<file path="config.mk">
export PLATFORM = sky130hd
export DESIGN_NAME = framed_command_responder_core
export DESIGN_NICKNAME = d
export VERILOG_FILES = /design/src/rtl/fcr_pkg.sv /design/src/rtl/fcr_front.sv /design/src/rtl/fcr_jobq.sv /design/src/rtl/fcr_back.sv /design/src/rtl/framed_command_responder_core.sv
export SDC_FILE = /design/constraint.sdc
export NUM_CORES = 1
export LEC_CHECK = 0
export BUFFER_PORTS_ARGS = -buffer_cell sky130_fd_sc_hd__buf_2
export CORE_UTILIZATION = 60
export DETAILED_ROUTE_END_ITERATION = 10
export PLACE_DENSITY = 0.78
export SYNTH_ARGS = -nofsm -noshare
export SYNTH_HDL_FRONTEND = slang
export SYNTH_SLANG_ARGS = --single-unit
</file>
<file path="constraint.sdc">
create_clock -name clk -period 6.1 [get_ports clk]
set_clock_uncertainty 0.05 [all_clocks]
set_input_delay 0.305 -clock clk [delete_from_list [all_inputs] [get_ports clk]]
set_output_delay 0.305 -clock clk [all_outputs]
set_load 0.01 [all_outputs]
</file>
<file path="src/rtl/fcr_pkg.sv">
// ----------------------------------------------------------------------------
// fcr_pkg
// Shared constants, reply job type and back-end state type for the framed
// command responder.
// ----------------------------------------------------------------------------
package fcr_pkg;

  // Frame bytes
  localparam logic [7:0] HDR0        = 8'hAA;
  localparam logic [7:0] HDR1        = 8'hAB;
  localparam logic [7:0] CMD_CHECK   = 8'h01;
  localparam logic [7:0] CMD_TEMP    = 8'h02;
  localparam logic [7:0] FILL_BYTE   = 8'hCC;
  localparam logic [7:0] ASCII_ZERO  = 8'h30;
  localparam logic [7:0] ASCII_MINUS = 8'h2D;
  localparam logic [7:0] LEN_CHECK   = 8'd2;
  localparam logic [7:0] LEN_TEMP    = 8'd4;

  // Byte counter saturates here
  localparam logic [5:0] COUNT_TOP = 6'd63;

  // Temperature clamp range, tenths of a degree
  localparam logic signed [14:0] TEMP_MIN = -15'sd999;
  localparam logic signed [14:0] TEMP_MAX = 15'sd9999;

  // Defaults for top-level parameters
  localparam int MAX_PACKET_BYTES_DEF = 32;
  localparam int JOBQ_DEPTH_DEF       = 4;

  // One reply to be sent: kind, sign and clamped magnitude
  typedef struct packed {
    logic        is_temp;
    logic        neg;
    logic [13:0] mag;
  } job_t;

  // Back-end sequencer state
  typedef enum logic {
    BK_IDLE,
    BK_SEND
  } back_state_t;

endpackage

</file>
<file path="src/rtl/fcr_front.sv">
// ----------------------------------------------------------------------------
// fcr_front
// Packet parser: tracks header, command, length and running checksum over
// the received words and queues a reply job at the last word of a good frame.
// ----------------------------------------------------------------------------
module fcr_front import fcr_pkg::*; #(
  parameter int MAX_PACKET_BYTES = MAX_PACKET_BYTES_DEF
) (
  input  logic               clk,
  input  logic               rst_n,
  input  logic               in_push,
  output logic               in_full,
  input  logic [7:0]         in_rx_byte,
  input  logic               in_packet_end,
  input  logic signed [14:0] in_temperature,
  input  logic               q_full,
  output logic               q_push,
  output job_t               q_job
);

  localparam logic [5:0] MAX_BYTES = 6'(MAX_PACKET_BYTES);

  logic [5:0] cnt_r, cnt_nxt;
  logic [7:0] sum_r, sum_nxt;
  logic       hdr_good_r, hdr_good_nxt;
  logic [7:0] cmd_r, cmd_nxt;
  logic [7:0] len_r, len_nxt;
  logic       ck_good_r, ck_good_nxt;
  logic       ck_seen_r, ck_seen_nxt;
  logic       overlong_r, overlong_nxt;
  logic       accept;
  logic       verdict;
  logic signed [14:0] temp_clamp;
  logic [14:0] temp_abs;

  assign in_full = q_full;
  assign accept  = in_push && !q_full;

  // Per-word parse update
  always_comb begin
    hdr_good_nxt = hdr_good_r;
    cmd_nxt      = cmd_r;
    len_nxt      = len_r;
    ck_good_nxt  = ck_good_r;
    ck_seen_nxt  = ck_seen_r;
    overlong_nxt = overlong_r || (cnt_r >= MAX_BYTES);
    if (cnt_r == 6'd0) begin
      if (in_rx_byte != HDR0) hdr_good_nxt = 1'b0;
    end else if (cnt_r == 6'd1) begin
      if (in_rx_byte != HDR1) hdr_good_nxt = 1'b0;
    end else if (cnt_r == 6'd2) begin
      cmd_nxt = in_rx_byte;
    end else if (cnt_r == 6'd3) begin
      len_nxt = in_rx_byte;
    end else if (!ck_seen_r && ({3'b000, cnt_r} == {1'b0, len_r} + 9'd4)) begin
      ck_good_nxt = (in_rx_byte == sum_r);
      ck_seen_nxt = 1'b1;
    end
    // checksum word itself and anything after it stay out of the sum
    sum_nxt = ck_seen_nxt ? sum_r : sum_r + in_rx_byte;
    cnt_nxt = (cnt_r < COUNT_TOP) ? cnt_r + 6'd1 : cnt_r;
  end

  // Frame verdict at the last word
  assign verdict = hdr_good_nxt && ck_seen_nxt && ck_good_nxt && !overlong_nxt &&
                   ((cmd_nxt == CMD_CHECK) || (cmd_nxt == CMD_TEMP));

  // Clamp and split temperature into sign and magnitude
  always_comb begin
    if (in_temperature < TEMP_MIN) begin
      temp_clamp = TEMP_MIN;
    end else if (in_temperature > TEMP_MAX) begin
      temp_clamp = TEMP_MAX;
    end else begin
      temp_clamp = in_temperature;
    end
    temp_abs = temp_clamp[14] ? 15'(-temp_clamp) : 15'(temp_clamp);
  end

  assign q_push      = accept && in_packet_end && verdict;
  assign q_job.is_temp = (cmd_nxt == CMD_TEMP);
  assign q_job.neg     = temp_clamp[14];
  assign q_job.mag     = temp_abs[13:0];

  // Parse state; cleared after every last word
  always_ff @(posedge clk) begin
    if (!rst_n || (accept && in_packet_end)) begin
      cnt_r      <= '0;
      sum_r      <= '0;
      hdr_good_r <= 1'b1;
      cmd_r      <= '0;
      len_r      <= '0;
      ck_good_r  <= 1'b0;
      ck_seen_r  <= 1'b0;
      overlong_r <= 1'b0;
    end else if (accept) begin
      cnt_r      <= cnt_nxt;
      sum_r      <= sum_nxt;
      hdr_good_r <= hdr_good_nxt;
      cmd_r      <= cmd_nxt;
      len_r      <= len_nxt;
      ck_good_r  <= ck_good_nxt;
      ck_seen_r  <= ck_seen_nxt;
      overlong_r <= overlong_nxt;
    end
  end

endmodule

</file>
<file path="src/rtl/fcr_jobq.sv">
// ----------------------------------------------------------------------------
// fcr_jobq
// Small FIFO of reply jobs between parser and reply sequencer.
// ----------------------------------------------------------------------------
module fcr_jobq import fcr_pkg::*; #(
  parameter int DEPTH = JOBQ_DEPTH_DEF
) (
  input  logic clk,
  input  logic rst_n,
  input  logic push,
  input  job_t wr_job,
  output logic full,
  input  logic pop,
  output job_t rd_job,
  output logic empty
);

  localparam int PW = (DEPTH > 1) ? $clog2(DEPTH) : 1;
  localparam int CW = $clog2(DEPTH + 1);
  localparam logic [PW-1:0] PTR_LAST = PW'(DEPTH - 1);
  localparam logic [CW-1:0] CNT_FULL = CW'(DEPTH);

  job_t          slots_r [DEPTH];
  logic [PW-1:0] wr_ptr_r, rd_ptr_r;
  logic [CW-1:0] cnt_r;
  logic          do_push, do_pop;

  assign full    = (cnt_r == CNT_FULL);
  assign empty   = (cnt_r == '0);
  assign do_push = push && !full;
  assign do_pop  = pop && !empty;
  assign rd_job  = slots_r[rd_ptr_r];

  // Job storage
  always_ff @(posedge clk) begin
    if (do_push) slots_r[wr_ptr_r] <= wr_job;
  end

  // Pointers and fill count
  always_ff @(posedge clk) begin
    if (!rst_n) begin
      wr_ptr_r <= '0;
      rd_ptr_r <= '0;
      cnt_r    <= '0;
    end else begin
      if (do_push) wr_ptr_r <= (wr_ptr_r == PTR_LAST) ? '0 : wr_ptr_r + 1'b1;
      if (do_pop)  rd_ptr_r <= (rd_ptr_r == PTR_LAST) ? '0 : rd_ptr_r + 1'b1;
      if (do_push && !do_pop) begin
        cnt_r <= cnt_r + 1'b1;
      end else if (do_pop && !do_push) begin
        cnt_r <= cnt_r - 1'b1;
      end
    end
  end

endmodule

</file>
<file path="src/rtl/fcr_back.sv">
// ----------------------------------------------------------------------------
// fcr_back
// Reply sequencer: takes one job, presents the reply frame word by word and
// accumulates its checksum. Temperature digits come from a double-dabble
// conversion that runs while the header words go out.
// ----------------------------------------------------------------------------
module fcr_back import fcr_pkg::*; (
  input  logic       clk,
  input  logic       rst_n,
  input  logic       q_empty,
  input  job_t       q_job,
  output logic       q_pop,
  output logic       out_empty,
  input  logic       out_pop,
  output logic [7:0] out_tx_byte,
  output logic       out_tx_last
);

  // Word positions within a reply
  localparam logic [3:0] POS_HDR0  = 4'd0;
  localparam logic [3:0] POS_HDR1  = 4'd1;
  localparam logic [3:0] POS_CMD   = 4'd2;
  localparam logic [3:0] POS_LEN   = 4'd3;
  localparam logic [3:0] POS_D0    = 4'd4;
  localparam logic [3:0] POS_D1    = 4'd5;
  localparam logic [3:0] POS_D2    = 4'd6;
  localparam logic [3:0] POS_D3    = 4'd7;
  localparam logic [3:0] LAST_CHK  = 4'd6;
  localparam logic [3:0] LAST_TEMP = 4'd8;
  localparam logic [2:0] CONV_STEPS = 3'd4;

  back_state_t state_r, state_nxt;
  logic        is_temp_r;
  logic        neg_r;
  logic [31:0] dd_r;       // {bcd, binary} shift register
  logic [2:0]  conv_r;
  logic [3:0]  pos_r;
  logic [7:0]  sum_r;
  logic [3:0]  last_pos;
  logic        conv_done;
  logic        word_ok;
  logic        take;
  logic        load;

  // Four double-dabble shifts per cycle
  function automatic logic [31:0] dd_step(input logic [31:0] v);
    logic [31:0] w;
    w = v;
    for (int s = 0; s < 4; s++) begin
      for (int d = 0; d < 4; d++) begin
        if (w[16 + 4*d +: 4] >= 4'd5) w[16 + 4*d +: 4] = w[16 + 4*d +: 4] + 4'd3;
      end
      w = {w[30:0], 1'b0};
    end
    return w;
  endfunction

  function automatic logic [7:0] ascii_digit(input logic [3:0] d);
    return ASCII_ZERO + {4'b0000, d};
  endfunction

  assign last_pos  = is_temp_r ? LAST_TEMP : LAST_CHK;
  assign conv_done = (conv_r == CONV_STEPS);
  assign out_tx_last = (pos_r == last_pos);

  // Next state
  always_comb begin
    state_nxt = state_r;
    unique case (state_r)
      BK_IDLE: if (!q_empty) state_nxt = BK_SEND;
      BK_SEND: if (take && out_tx_last && q_empty) state_nxt = BK_IDLE;
      default: state_nxt = BK_IDLE;
    endcase
  end

  // Outputs: digit words wait for the conversion
  always_comb begin
    word_ok = 1'b0;
    unique case (state_r)
      BK_IDLE: word_ok = 1'b0;
      BK_SEND: word_ok = !(is_temp_r && (pos_r >= POS_D0) && !conv_done);
      default: word_ok = 1'b0;
    endcase
    out_empty = !word_ok;
    take      = word_ok && out_pop;
    load      = !q_empty && ((state_r == BK_IDLE) || (take && out_tx_last));
    q_pop     = load;
  end

  // Reply word select
  always_comb begin
    case (pos_r)
      POS_HDR0: out_tx_byte = HDR0;
      POS_HDR1: out_tx_byte = HDR1;
      POS_CMD:  out_tx_byte = is_temp_r ? CMD_TEMP : CMD_CHECK;
      POS_LEN:  out_tx_byte = is_temp_r ? LEN_TEMP : LEN_CHECK;
      POS_D0: begin
        if (!is_temp_r) begin
          out_tx_byte = FILL_BYTE;
        end else if (neg_r) begin
          out_tx_byte = ASCII_MINUS;
        end else begin
          out_tx_byte = ascii_digit(dd_r[31:28]);
        end
      end
      POS_D1:  out_tx_byte = is_temp_r ? ascii_digit(dd_r[27:24]) : FILL_BYTE;
      POS_D2:  out_tx_byte = is_temp_r ? ascii_digit(dd_r[23:20]) : sum_r;
      POS_D3:  out_tx_byte = ascii_digit(dd_r[19:16]);
      default: out_tx_byte = sum_r;
    endcase
  end

  // State register
  always_ff @(posedge clk) begin
    if (!rst_n) begin
      state_r <= BK_IDLE;
    end else begin
      state_r <= state_nxt;
    end
  end

  // Job, position, checksum and conversion registers
  always_ff @(posedge clk) begin
    if (!rst_n) begin
      pos_r  <= '0;
      sum_r  <= '0;
      conv_r <= '0;
    end else if (load) begin
      is_temp_r <= q_job.is_temp;
      neg_r     <= q_job.neg;
      dd_r      <= {16'h0000, 2'b00, q_job.mag};
      conv_r    <= '0;
      pos_r     <= '0;
      sum_r     <= '0;
    end else begin
      if (state_r == BK_SEND && !conv_done) begin
        dd_r   <= dd_step(dd_r);
        conv_r <= conv_r + 3'd1;
      end
      if (take) begin
        pos_r <= pos_r + 4'd1;
        sum_r <= sum_r + out_tx_byte;
      end
    end
  end

endmodule

</file>
<file path="src/rtl/framed_command_responder_core.sv">
// ----------------------------------------------------------------------------
// framed_command_responder_core
// Received packet parser with command reply generator.
// The reply job for a good packet is registered in the job queue; the sequencer then loads it and presents the reply.
// Throughput: one packet word per cycle in while the job queue has room;
// one reply word per cycle out while out_pop is held, a reply being 7 or 9 words.
// Reply jobs queue between parser and sequencer, so input stalls only when
// that queue is full. Reset is synchronous; no clearing pass is needed.
// ----------------------------------------------------------------------------
module framed_command_responder_core import fcr_pkg::*; #(
  parameter int MAX_PACKET_BYTES = MAX_PACKET_BYTES_DEF,
  parameter int JOBQ_DEPTH       = JOBQ_DEPTH_DEF
) (
  input  logic               clk,
  input  logic               rst_n,
  input  logic               in_push,
  output logic               in_full,
  input  logic [7:0]         in_rx_byte,
  input  logic               in_packet_end,
  input  logic signed [14:0] in_temperature,
  output logic               out_empty,
  input  logic               out_pop,
  output logic [7:0]         out_tx_byte,
  output logic               out_tx_last
);

  logic q_full, q_empty, q_push, q_pop;
  job_t wr_job, rd_job;

  // Parser
  fcr_front #(
    .MAX_PACKET_BYTES(MAX_PACKET_BYTES)
  ) u_front (
    .clk            (clk),
    .rst_n          (rst_n),
    .in_push        (in_push),
    .in_full        (in_full),
    .in_rx_byte     (in_rx_byte),
    .in_packet_end  (in_packet_end),
    .in_temperature (in_temperature),
    .q_full         (q_full),
    .q_push         (q_push),
    .q_job          (wr_job)
  );

  // Reply job queue
  fcr_jobq #(
    .DEPTH(JOBQ_DEPTH)
  ) u_jobq (
    .clk    (clk),
    .rst_n  (rst_n),
    .push   (q_push),
    .wr_job (wr_job),
    .full   (q_full),
    .pop    (q_pop),
    .rd_job (rd_job),
    .empty  (q_empty)
  );

  // Reply sequencer
  fcr_back u_back (
    .clk         (clk),
    .rst_n       (rst_n),
    .q_empty     (q_empty),
    .q_job       (rd_job),
    .q_pop       (q_pop),
    .out_empty   (out_empty),
    .out_pop     (out_pop),
    .out_tx_byte (out_tx_byte),
    .out_tx_last (out_tx_last)
  );

`ifndef SYNTHESIS
  a_job_needs_last_word: assert property (@(posedge clk) disable iff (!rst_n)
    q_push |-> (in_push && !in_full && in_packet_end))
    else $error("reply job queued without an accepted last word");

  a_queue_flags: assert property (@(posedge clk) disable iff (!rst_n)
    !(q_full && q_empty))
    else $error("job queue both full and empty");

  a_pop_only_with_job: assert property (@(posedge clk) disable iff (!rst_n)
    q_pop |-> !q_empty)
    else $error("job popped from empty queue");

  a_new_frame_after_last: assert property (@(posedge clk) disable iff (!rst_n)
    (out_pop && !out_empty && out_tx_last) |=> (out_empty || out_tx_byte == HDR0))
    else $error("reply does not restart with header word");
`endif

endmodule
</file>
Yosys cells after proc, flatten, opt, wreduce, memory -nomap -nowiden
Memories as Yosys holds them, arrays and structs flattened. A register that Yosys moved wholly into a read port is not among the register bits.
Index checks and enable logic that the tools add are counted.
{ "word_totals": {"elab_cells": 237, "inputBits": 28, "out_inout_bits": 11, "ramBits": 64, "mem_count": 1, "ff_bits": 91} }
{ "classes": {"n_bitwise": 6, "mux": 94, "reduce_logical": 44, "n_addsub": 31, "n_eq_ne": 21, "order_cmp": 21} }
{ "memory_table": {"columns": ["name", "words", "width", "read_ports", "rd_clocked_by_memory_dff", "wr", "line", "rtl"], "rows": [
  ["u_jobq.slots_r", 4, 16, 1, 1, 1, "fcr_jobq.sv:23", "job_t slots_r [DEPTH];"]
]} }
{ "op_table": {"columns": ["operator", "count"], "rows": [
  ["$mux W4", 40],
  ["$ge A4 B3 Y1 const B", 17],
  ["$pmux W8 S8", 1],
  ["$mux W8", 7],
  ["$add A4 B2 Y4 const B", 12],
  ["$mux W3", 16],
  ["$mux W32", 1],
  ["$mux W15", 2],
  ["$add A6 B4 Y7 const A", 4],
  ["$mux W14", 2],
  ["$logic_and A1 B1 Y1", 19],
  ["$mux W1", 18],
  ["$add A8 B8 Y8", 2],
  ["$eq A4 B3 Y1 const B", 4],
  ["$ne A8 B8 Y1 const B", 2],
  ["$gt A15 B15 Y1 const B", 1],
  ["$lt A15 B11 Y1 const B", 1],
  ["$neg A14 Y14", 1],
  ["$add A3 B2 Y3 const B", 4],
  ["$eq A6 B2 Y1 const B", 2],
  ["$logic_not A1 Y1", 10],
  ["$mux W2", 5],
  ["$add A8 B3 Y9 const B", 1],
  ["$eq A6 B9 Y1", 1],
  ["26 further kinds", 44]
]} }

Depth between registers and ports, before layout
Gate-level depths: netlist of run 1.
{ "depth": {"ltp_word": 25, "ltp_mapped": 23, "mapped_depth_nobuf": 23} }

Hierarchy
A second synthesis of run 1 with hierarchy kept.
{ "hier_totals": {"hier_cells": 1024, "area_unflattened_um2": 9880.7} }
{ "by_module_without_submodules": {"columns": ["module", "seq_area_each_um2", "area_per_inst_um2", "cells_each", "instances"], "rows": [
  ["fcr_back", 1341.3, 4745.8, 604, 1],
  ["fcr_jobq", 2102.0, 2826.5, 135, 1],
  ["fcr_front", 680.7, 2308.5, 285, 1]
]} }

Worst setup path after synthesis of run 1
Ideal clock, no wire load.
{ "synth_path": {"path_type": "register -> register", "startpoint": "register u_back.dd_r[16]", "endpoint": "register u_back.dd_r[22] (data pin)", "synth_period_minus_slack_ns": 4.377, "slack_ns": 1.723, "arrival_time_ns": 4.065, "n_path_buf": 0, "path_stages_with_launch": 21, "t_required_ns": 5.788, "setup_time_ns": 0.262, "cell_sequence": "edfxtp_1 -> ha_1 -> and2b_1 -> a2bb2oi_1 -> nand2_1 -> ha_1 -> nor2b_1 -> or4_1 -> o211ai_2 -> inv_1 -> ha_1 -> nand2_1 -> o21ai_0 -> a22oi_1 -> o22a_1 -> xnor2_1 -> inv_1 -> ha_1 -> nand2b_1 -> a21bo_2 -> mux2_1"} }
{ "synth_between": {"elab_chain_cells": 18, "word_cells_on_any_way": 34, "classes_between": "add/sub: 6; order compare: 6; mux: 22"} }
{ "synth_rtl": {"columns": ["element", "line", "rtl"], "rows": [
  ["start: declaration", "fcr_back.sv:35", "logic [31:0] dd_r;"],
  ["start signal: assignment", "fcr_back.sv:131", "dd_r <= {16'h0000, 2'b00, q_job.mag};"],
  ["start signal: assignment", "fcr_back.sv:137", "dd_r <= dd_step(dd_r);"],
  ["$add A4 B2 Y4 or $ge A4 B3 Y1 (tied branches)", "fcr_back.sv:51", "if (w[16 + 4*d +: 4] >= 4'd5) w[16 + 4*d +: 4] = w[16 + 4*d +: 4] + 4'd3;"],
  ["$mux W4 *", "fcr_back.sv:51", null],
  ["$mux W4 *", "fcr_back.sv:136", "if (state_r == BK_SEND && !conv_done) begin"],
  ["$mux W4 *", "fcr_back.sv:128", "end else if (load) begin"],
  ["$mux W4 *", "fcr_back.sv:124", "if (!rst_n) begin"],
  ["$add A4 B2 Y4 or $ge A4 B3 Y1 (tied branches)", "fcr_back.sv:51", null],
  ["$mux W4", "fcr_back.sv:51", null],
  ["$mux W4", "fcr_back.sv:136", null],
  ["[... 2 more ...]", null, null],
  ["$add A4 B2 Y4 or $ge A4 B3 Y1 (tied branches)", "fcr_back.sv:51", null],
  ["$mux W4", "fcr_back.sv:51", null],
  ["$mux W4", "fcr_back.sv:136", null],
  ["$mux W4", "fcr_back.sv:128", null],
  ["$mux W4", "fcr_back.sv:124", null],
  ["$add A4 B2 Y4 or $ge A4 B3 Y1 (tied branches)", "fcr_back.sv:51", null],
  ["$mux W4 *", "fcr_back.sv:51", null],
  ["$mux W32 *", "fcr_back.sv:136", null]
]} }
Every way passes the cells marked *; elsewhere a longest branch is shown, timed or not. The select of a mux whose other input is x is not followed.
A chain may end at the register's enable or synchronous reset.

Final worst setup path of run 1
{ "layout_path": {"startpoint": "register u_back.dd_r[20]", "endpoint": "register u_back.dd_r[26] (data pin)"} }
Same word-level chain as after synthesis.

==> impl_metrics.env, run 1 <==
export IMPL_status="completed"
export IMPL_rsz0062_at_grt="false"
export IMPL_h_tree_depth=4
export IMPL_synthMuxAreaShare_pct=8.68
export IMPL_routed_wl_mm=19.0
export IMPL_syn_mean_instance_area_um2=10.1
export IMPL_postCtsSetupRepairBufs=0
export IMPL_synth_top_cells_by_area="edfxtp_1, dfxtp_1, ha_1"
export IMPL_reg2reg_slack_ns=1.37
export IMPL_drv_cap=0
export IMPL_area_growth_pct=10.1
export IMPL_path_cells="inv_1 -> ha_1 -> and2b_2 -> nor3_1 -> a21oi_1 -> inv_1 -> ha_1 -> inv_1 -> a221oi_1 -> a211oi_2 -> xnor2_1 -> ha_1 -> nor2b_1 -> o21ai_2 -> xor2_1 -> inv_1 -> ha_1 -> nand2b_1 -> o311ai_0 -> o211ai_1 -> o21ai_0 -> a21oi_1"
export IMPL_wire_per_inst_um=15.9
export IMPL_overflow=0
export IMPL_critical_path_startpoint_type="flop"
export IMPL_cp_end_kind="flop"
export IMPL_cts_buffers=17
export IMPL_synth_top_area_share_pct=31.0
export IMPL_period_minus_slack_ns=4.73
export IMPL_place_congestion=0.856
export IMPL_die_width_um=128
export IMPL_synth_compound_area_share_pct=13.6
export IMPL_synth_xor_area_share_pct=4.34
export IMPL_path_clk_slew_ns=0.07
export IMPL_start_util_pct=61.9
export IMPL_crit_arrival_ns=4.85
export IMPL_worst_path_buf_inv=4
export IMPL_syn_nets=1031
export IMPL_dr_pass1_iters=5
export IMPL_synthSimpleGateAreaFrac_pct=17.4
export IMPL_slowest_delay_ns=0.49
export IMPL_slowest_stage="edfxtp_1"
export IMPL_synth_top_family_by_area="simple AND/OR/NAND/NOR gates"
export IMPL_min_from="in_rx_byte[6]"
export IMPL_io_pins=39
export IMPL_cts_hold_buffers=0
export IMPL_port_buffers=38
export IMPL_fp_dieArea_um2=16300
export IMPL_grt_pass1_wl_mm=31.3
export IMPL_synthCells=936
export IMPL_cpLargestDelayFamily="compound AO/OA/AOI/OAI gates"
export IMPL_reg2reg_to="u_back.dd_r[26]"
export IMPL_synth_most_common_cell="edfxtp_1"
export IMPL_synthArstFlopShare_pct=0
export IMPL_final_max_slew_viol_count=0
export IMPL_timing_rr_start="u_back.dd_r[20]"
export IMPL_final_hold_viol_count=0
export IMPL_synth_distinct_cells=85
export IMPL_via_per_inst=5.86
export IMPL_rows=45
export IMPL_clk_path_buf_depth=2
export IMPL_critPathMaxFanout=7
export IMPL_drc=0
export IMPL_cts_root_buffer="clkbuf_16"
export IMPL_drive_gt1_share_pct=12.5
export IMPL_finalCritPeriodShare_pct=77.5
export IMPL_grtUsageTotal_pct=24.6
export IMPL_grt_pass1_vias=6614
export IMPL_yosys_warnings=0
export IMPL_antenna_found_initial=0
export IMPL_cts_tree="done"
export IMPL_hold_end="u_front.cmd_r[6]"
export IMPL_die_h_um=128
export IMPL_clk_latency_ns=0.43
export IMPL_vias=6985
export IMPL_synth_largest_area_cell="edfxtp_1"
export IMPL_cts_sinks=157
export IMPL_antenna_cells=0
export IMPL_critPathKind="reg -> reg"
export IMPL_drt_iter0_drc=446
export IMPL_synthAdderAreaFrac_pct=9.08
export IMPL_ys_ff_latch=157
export IMPL_cts_resized=0
export IMPL_yosysSeqAreaShare_pct=43.5
export IMPL_dp_hpwl_mm=13.1
export IMPL_synth_area_um2=9480
export IMPL_ys_flop_type="edfxtp_1"
export IMPL_tightest_slew_ns=0.847
export IMPL_max_freq_mhz=211
export IMPL_synthTopCellsByCount="edfxtp_1, nor2_1, nand2_1"
export IMPL_coreArea_um2=15300
export IMPL_grt_max_degree=36
export IMPL_relSlewSlack_pct=43.5
export IMPL_reg2reg_depth=22
export IMPL_crit_required_ns=6.22
export IMPL_tns_ns=0
export IMPL_setup_worst_path_start="u_back.dd_r[20]"
export IMPL_fin_nets=1063
export IMPL_postRouteAntennaNets=0
export IMPL_setup_viol=0
export IMPL_hp_class="in -> reg"
export IMPL_synth_edf_count=98
export IMPL_min_path_cells=3
## layout make-up
cell class                      instances  area [µm²]
Clock inverter                         14         145
Sequential cell                       157        4120
Timing Repair Buffer                   43         228
Clock buffer                           18         439
Inverter                               53         199
Fill cell                            1160        4880
Tap cell                              211         264
Multi-Input combinational cell        696        5040
## cell usage in the layout, fill, tap and decap left out, types with 36 or more instances in the layout
master    synthesis  routed
nand2_1          87      87
a21oi_1          57      56
mux2i_1          38      38
dfxtp_1          59      59
xnor2_1          36      36
inv_1            52      52
buf_2             7      38
ha_1             64      64
edfxtp_1         98      98
nor2_1           94      94
## flip-flops by register name, summed over array words and instances, names as in the netlist, 2 cells and up, named ones only
signal           flops
u_front.cnt_r        6
u_jobq.slots_r      64
u_jobq.rd_ptr_r      2
u_back.dd_r         32
u_back.conv_r        3
u_back.pos_r         4
u_front.len_r        8
u_front.cmd_r        8
u_jobq.cnt_r         3
u_jobq.wr_ptr_r      2
u_front.sum_r        8
u_back.sum_r         8
## stage by stage
| stage | hold slack, ns | instance area [µm²] | cells | utilization [%] | setup WS (ns) |
|---|---|---|---|---|---|
| after floorplan | 0.381 | 9480 | 936 | - | 1.72 |
| after global placement | 0.391 | 9850 | 1160 | 64.3 | 1.54 |
| after detailed placement | 0.406 | 9850 | 1160 | 64.3 | 1.40 |
| final | 0.127 | 10400 | 1192 | 68.1 | 1.37 |
| after global routing | 0.139 | 10400 | 1192 | 68.1 | 0.867 |
| after CTS | 0.123 | 10400 | 1192 | 68.1 | 1.37 |
## cells by family (layout without fill, tap and decap cells)
family / after synthesis / after routing
compound gates: 188 / 188
simple gates: 333 / 333
buf+inv: 83 / 128
flops: 157 / 157
mux: 61 / 61
fa+ha+maj: 67 / 67
xor+xnor: 47 / 47
## worst register-to-register path, stage by stage, from the launching register on
cell and delay (ns):
edfxtp_1 0.49, inv_1 0.10, ha_1 0.22, and2b_2 0.20
nor3_1 0.05, a21oi_1 0.31, inv_1 0.08, ha_1 0.18
inv_1 0.06, a221oi_1 0.08, a211oi_2 0.36, xnor2_1 0.26
ha_1 0.26, nor2b_1 0.28, o21ai_2 0.14, xor2_1 0.27
inv_1 0.10, ha_1 0.20, nand2b_1 0.17, o311ai_0 0.12
o211ai_1 0.23, o21ai_0 0.20, a21oi_1 0.06
## routing by layer
metal | up-vias | share of wire (%) | track usage [%]
li1 | 3458 | - | -
met1 | 3333 | 43 | 30.2
met2 | 167 | 52 | 43.5
met3 | 27 | 3.7 | 3.80
met4 | 0 | 1.8 | 9.48
met5 | - | 0 | 0
## worst max-delay path by stage
stage,endpoint,slack [ns],cells past startpoint
3_5_place_dp,u_back.dd_r[26],1.40,22
3_3_place_gp,u_back.dd_r[22],1.54,20
5_1_grt,u_back.dd_r[25],0.87,22
4_1_cts,u_back.dd_r[26],1.37,22
2_1_floorplan,u_back.dd_r[22],1.72,20
6_report,u_back.dd_r[26],1.37,22
Power of run 1 is left out: the tool's default activity adds up to more than one toggle a clock period on the data nets, which glitch-free logic cannot reach.
==> run 2, diff against run 1 <==
==> constraint.sdc (replaced) <==
create_clock -name clk -period 4.65 [get_ports clk]
set_clock_uncertainty 0.05 [all_clocks]
set_input_delay 0.2325 -clock clk [delete_from_list [all_inputs] [get_ports clk]]
set_output_delay 0.2325 -clock clk [all_outputs]
set_load 0.01 [all_outputs]
==> impl_metrics.env, run 2 (synthesized netlist as in run 1, its figures left out) <==
export IMPL_status="completed"
export IMPL_routed_wl_mm=19.3
export IMPL_coreArea_um2=15300
export IMPL_grt_max_degree=34
export IMPL_tightest_slew_ns=0.849
export IMPL_grt_pass1_wl_mm=31.2
export IMPL_nFillCells=1123
export IMPL_finalCritPeriodShare_pct=98.4
export IMPL_largest_reg_flops=64
export IMPL_final_max_slew_viol_count=0
export IMPL_clk_latency_ns=0.42
export IMPL_final_common_cell="edfxtp_1"
export IMPL_dp_hpwl_mm=13.0
export IMPL_hp_class="in -> reg"
export IMPL_cts_tree="done"
export IMPL_port_buffers=38
export IMPL_top_regs="u_jobq.slots_r (64), u_back.dd_r (32)"
export IMPL_final_hold_viol_count=0
export IMPL_rows=45
export IMPL_fin_nets=1091
export IMPL_setup_viol=0
export IMPL_antenna_cells=0
export IMPL_crit_required_ns=4.78
export IMPL_overflow=0
export IMPL_max_freq_mhz=218
export IMPL_drv_cap=0
export IMPL_antenna_found_initial=0
export IMPL_layout_common_cells="edfxtp_1, nor2_1, nand2_1"
export IMPL_dp_cells=1164
export IMPL_fp_dieArea_um2=16300
export IMPL_cts_hold_buffers=0
export IMPL_io_pins=39
export IMPL_via_per_inst=5.78
export IMPL_path_clk_slew_ns=0.06
export IMPL_drc=0
export IMPL_grtUsageTotal_pct=24.1
export IMPL_fin_cells=1220
export IMPL_crit_arrival_ns=4.70
export IMPL_critical_path_startpoint_type="flop"
export IMPL_die_width_um=128
export IMPL_period_minus_slack_ns=4.58
export IMPL_top_register="u_jobq.slots_r"
export IMPL_die_h_um=128
export IMPL_h_tree_depth=4
export IMPL_vias=7048
export IMPL_cts_sinks=157
export IMPL_cts_buffers=17
export IMPL_place_congestion=0.855
export IMPL_critPathMaxFanout=5
export IMPL_clk_path_buf_depth=2
export IMPL_area_growth_pct=14.5
export IMPL_drive_gt1_share_pct=18.8
export IMPL_relSlewSlack_pct=43.4
export IMPL_wire_per_inst_um=15.8
export IMPL_cts_root_buffer="clkbuf_16"
export IMPL_postRouteAntennaNets=0
export IMPL_cp_end_kind="flop"
export IMPL_critPathKind="reg -> reg"
export IMPL_drt_iter0_drc=388
export IMPL_grt_pass1_vias=6608
export IMPL_dr_pass1_iters=4
export IMPL_start_util_pct=61.9
[run 2: changes by cell type in the layout (fill, tap and decap cells not counted), sizes merged]
cell | previous run | this run
clkbuf | 18 | 25
inv | 61 | 56
clkinvlp | 3 | 0
clkinv | 2 | 3
buf | 43 | 71
[run 2: critical path, cell delays in order, from the launching register on]
cell,delay (ns)
edfxtp_1,0.44
inv_2,0.11
ha_2,0.21
and2b_2,0.18
o21ai_1,0.10
or2_2,0.37
ha_4,0.20
inv_2,0.06
nor2_2,0.05
o31ai_4,0.29
xnor2_2,0.20
inv_2,0.10
ha_1,0.21
inv_1,0.07
nand2_1,0.08
o21ai_0,0.09
a22oi_1,0.09
o22a_1,0.23
xnor2_2,0.28
inv_2,0.08
ha_2,0.19
nand2b_4,0.14
a21bo_2,0.20
mux2_1,0.30
[run 2: metrics by stage]
step | worst slack (ns) | setup TNS, ns | instance area (µm²) | util, % | hold WS (ns)
after floorplan | 0.273 | 0 | 9480 | - | 0.326
after global placement | 0.0705 | 0 | 9890 | 64.6 | 0.390
after detailed placement | -0.0762 | -0.0784 | 9890 | 64.6 | 0.401
after CTS | 0.0307 | 0 | 10500 | 68.8 | 0.0504
after global routing | -0.137 | -0.494 | 10900 | 70.9 | 0.0557
final | 0.0730 | 0 | 10900 | 70.9 | 0.0606
[run 2: path summary, 6_finish.rpt]
path	start	end	slack (ns)	depth (start not counted)
max	u_back.dd_r[21]	u_back.dd_r[22]	0.07	23
min	in_rx_byte[6]	u_front.len_r[6]	0.06	3
max reg2reg	u_back.dd_r[21]	u_back.dd_r[22]	0.07	23
min reg2reg	u_front.hdr_good_r	u_front.hdr_good_r	0.41	2
[run 2: final cells by class]
type	count	area (µm²)	share of cell area, %
repair buffers	71	450	4.15
multi-input cells	696	5220	48.1
well taps	211	264	2.43
flip-flops and latches	157	4120	38.0
clock inverters	7	76.3	0.703
clock buffers	25	518	4.77
inverters	53	199	1.83
[run 2: metal layers]
metal	part of all wire [%]	global-route usage, %	wire (µm)	vias up
li1	-	-	-	3496
met1	44	30.9	8570	3363
met2	50	41.1	9730	161
met3	3.5	4.63	671	28
met4	1.7	8.44	324	0
met5	0	0	0	-
[run 2: repair_timing]
item                                    in CTS  in global routing
buffers inserted                             3                 21
pin swaps                                    1                 18
endpoints found under the setup margin       3                  9
gates resized for setup                      6                 43
Power of run 2 is left out for the same reason.
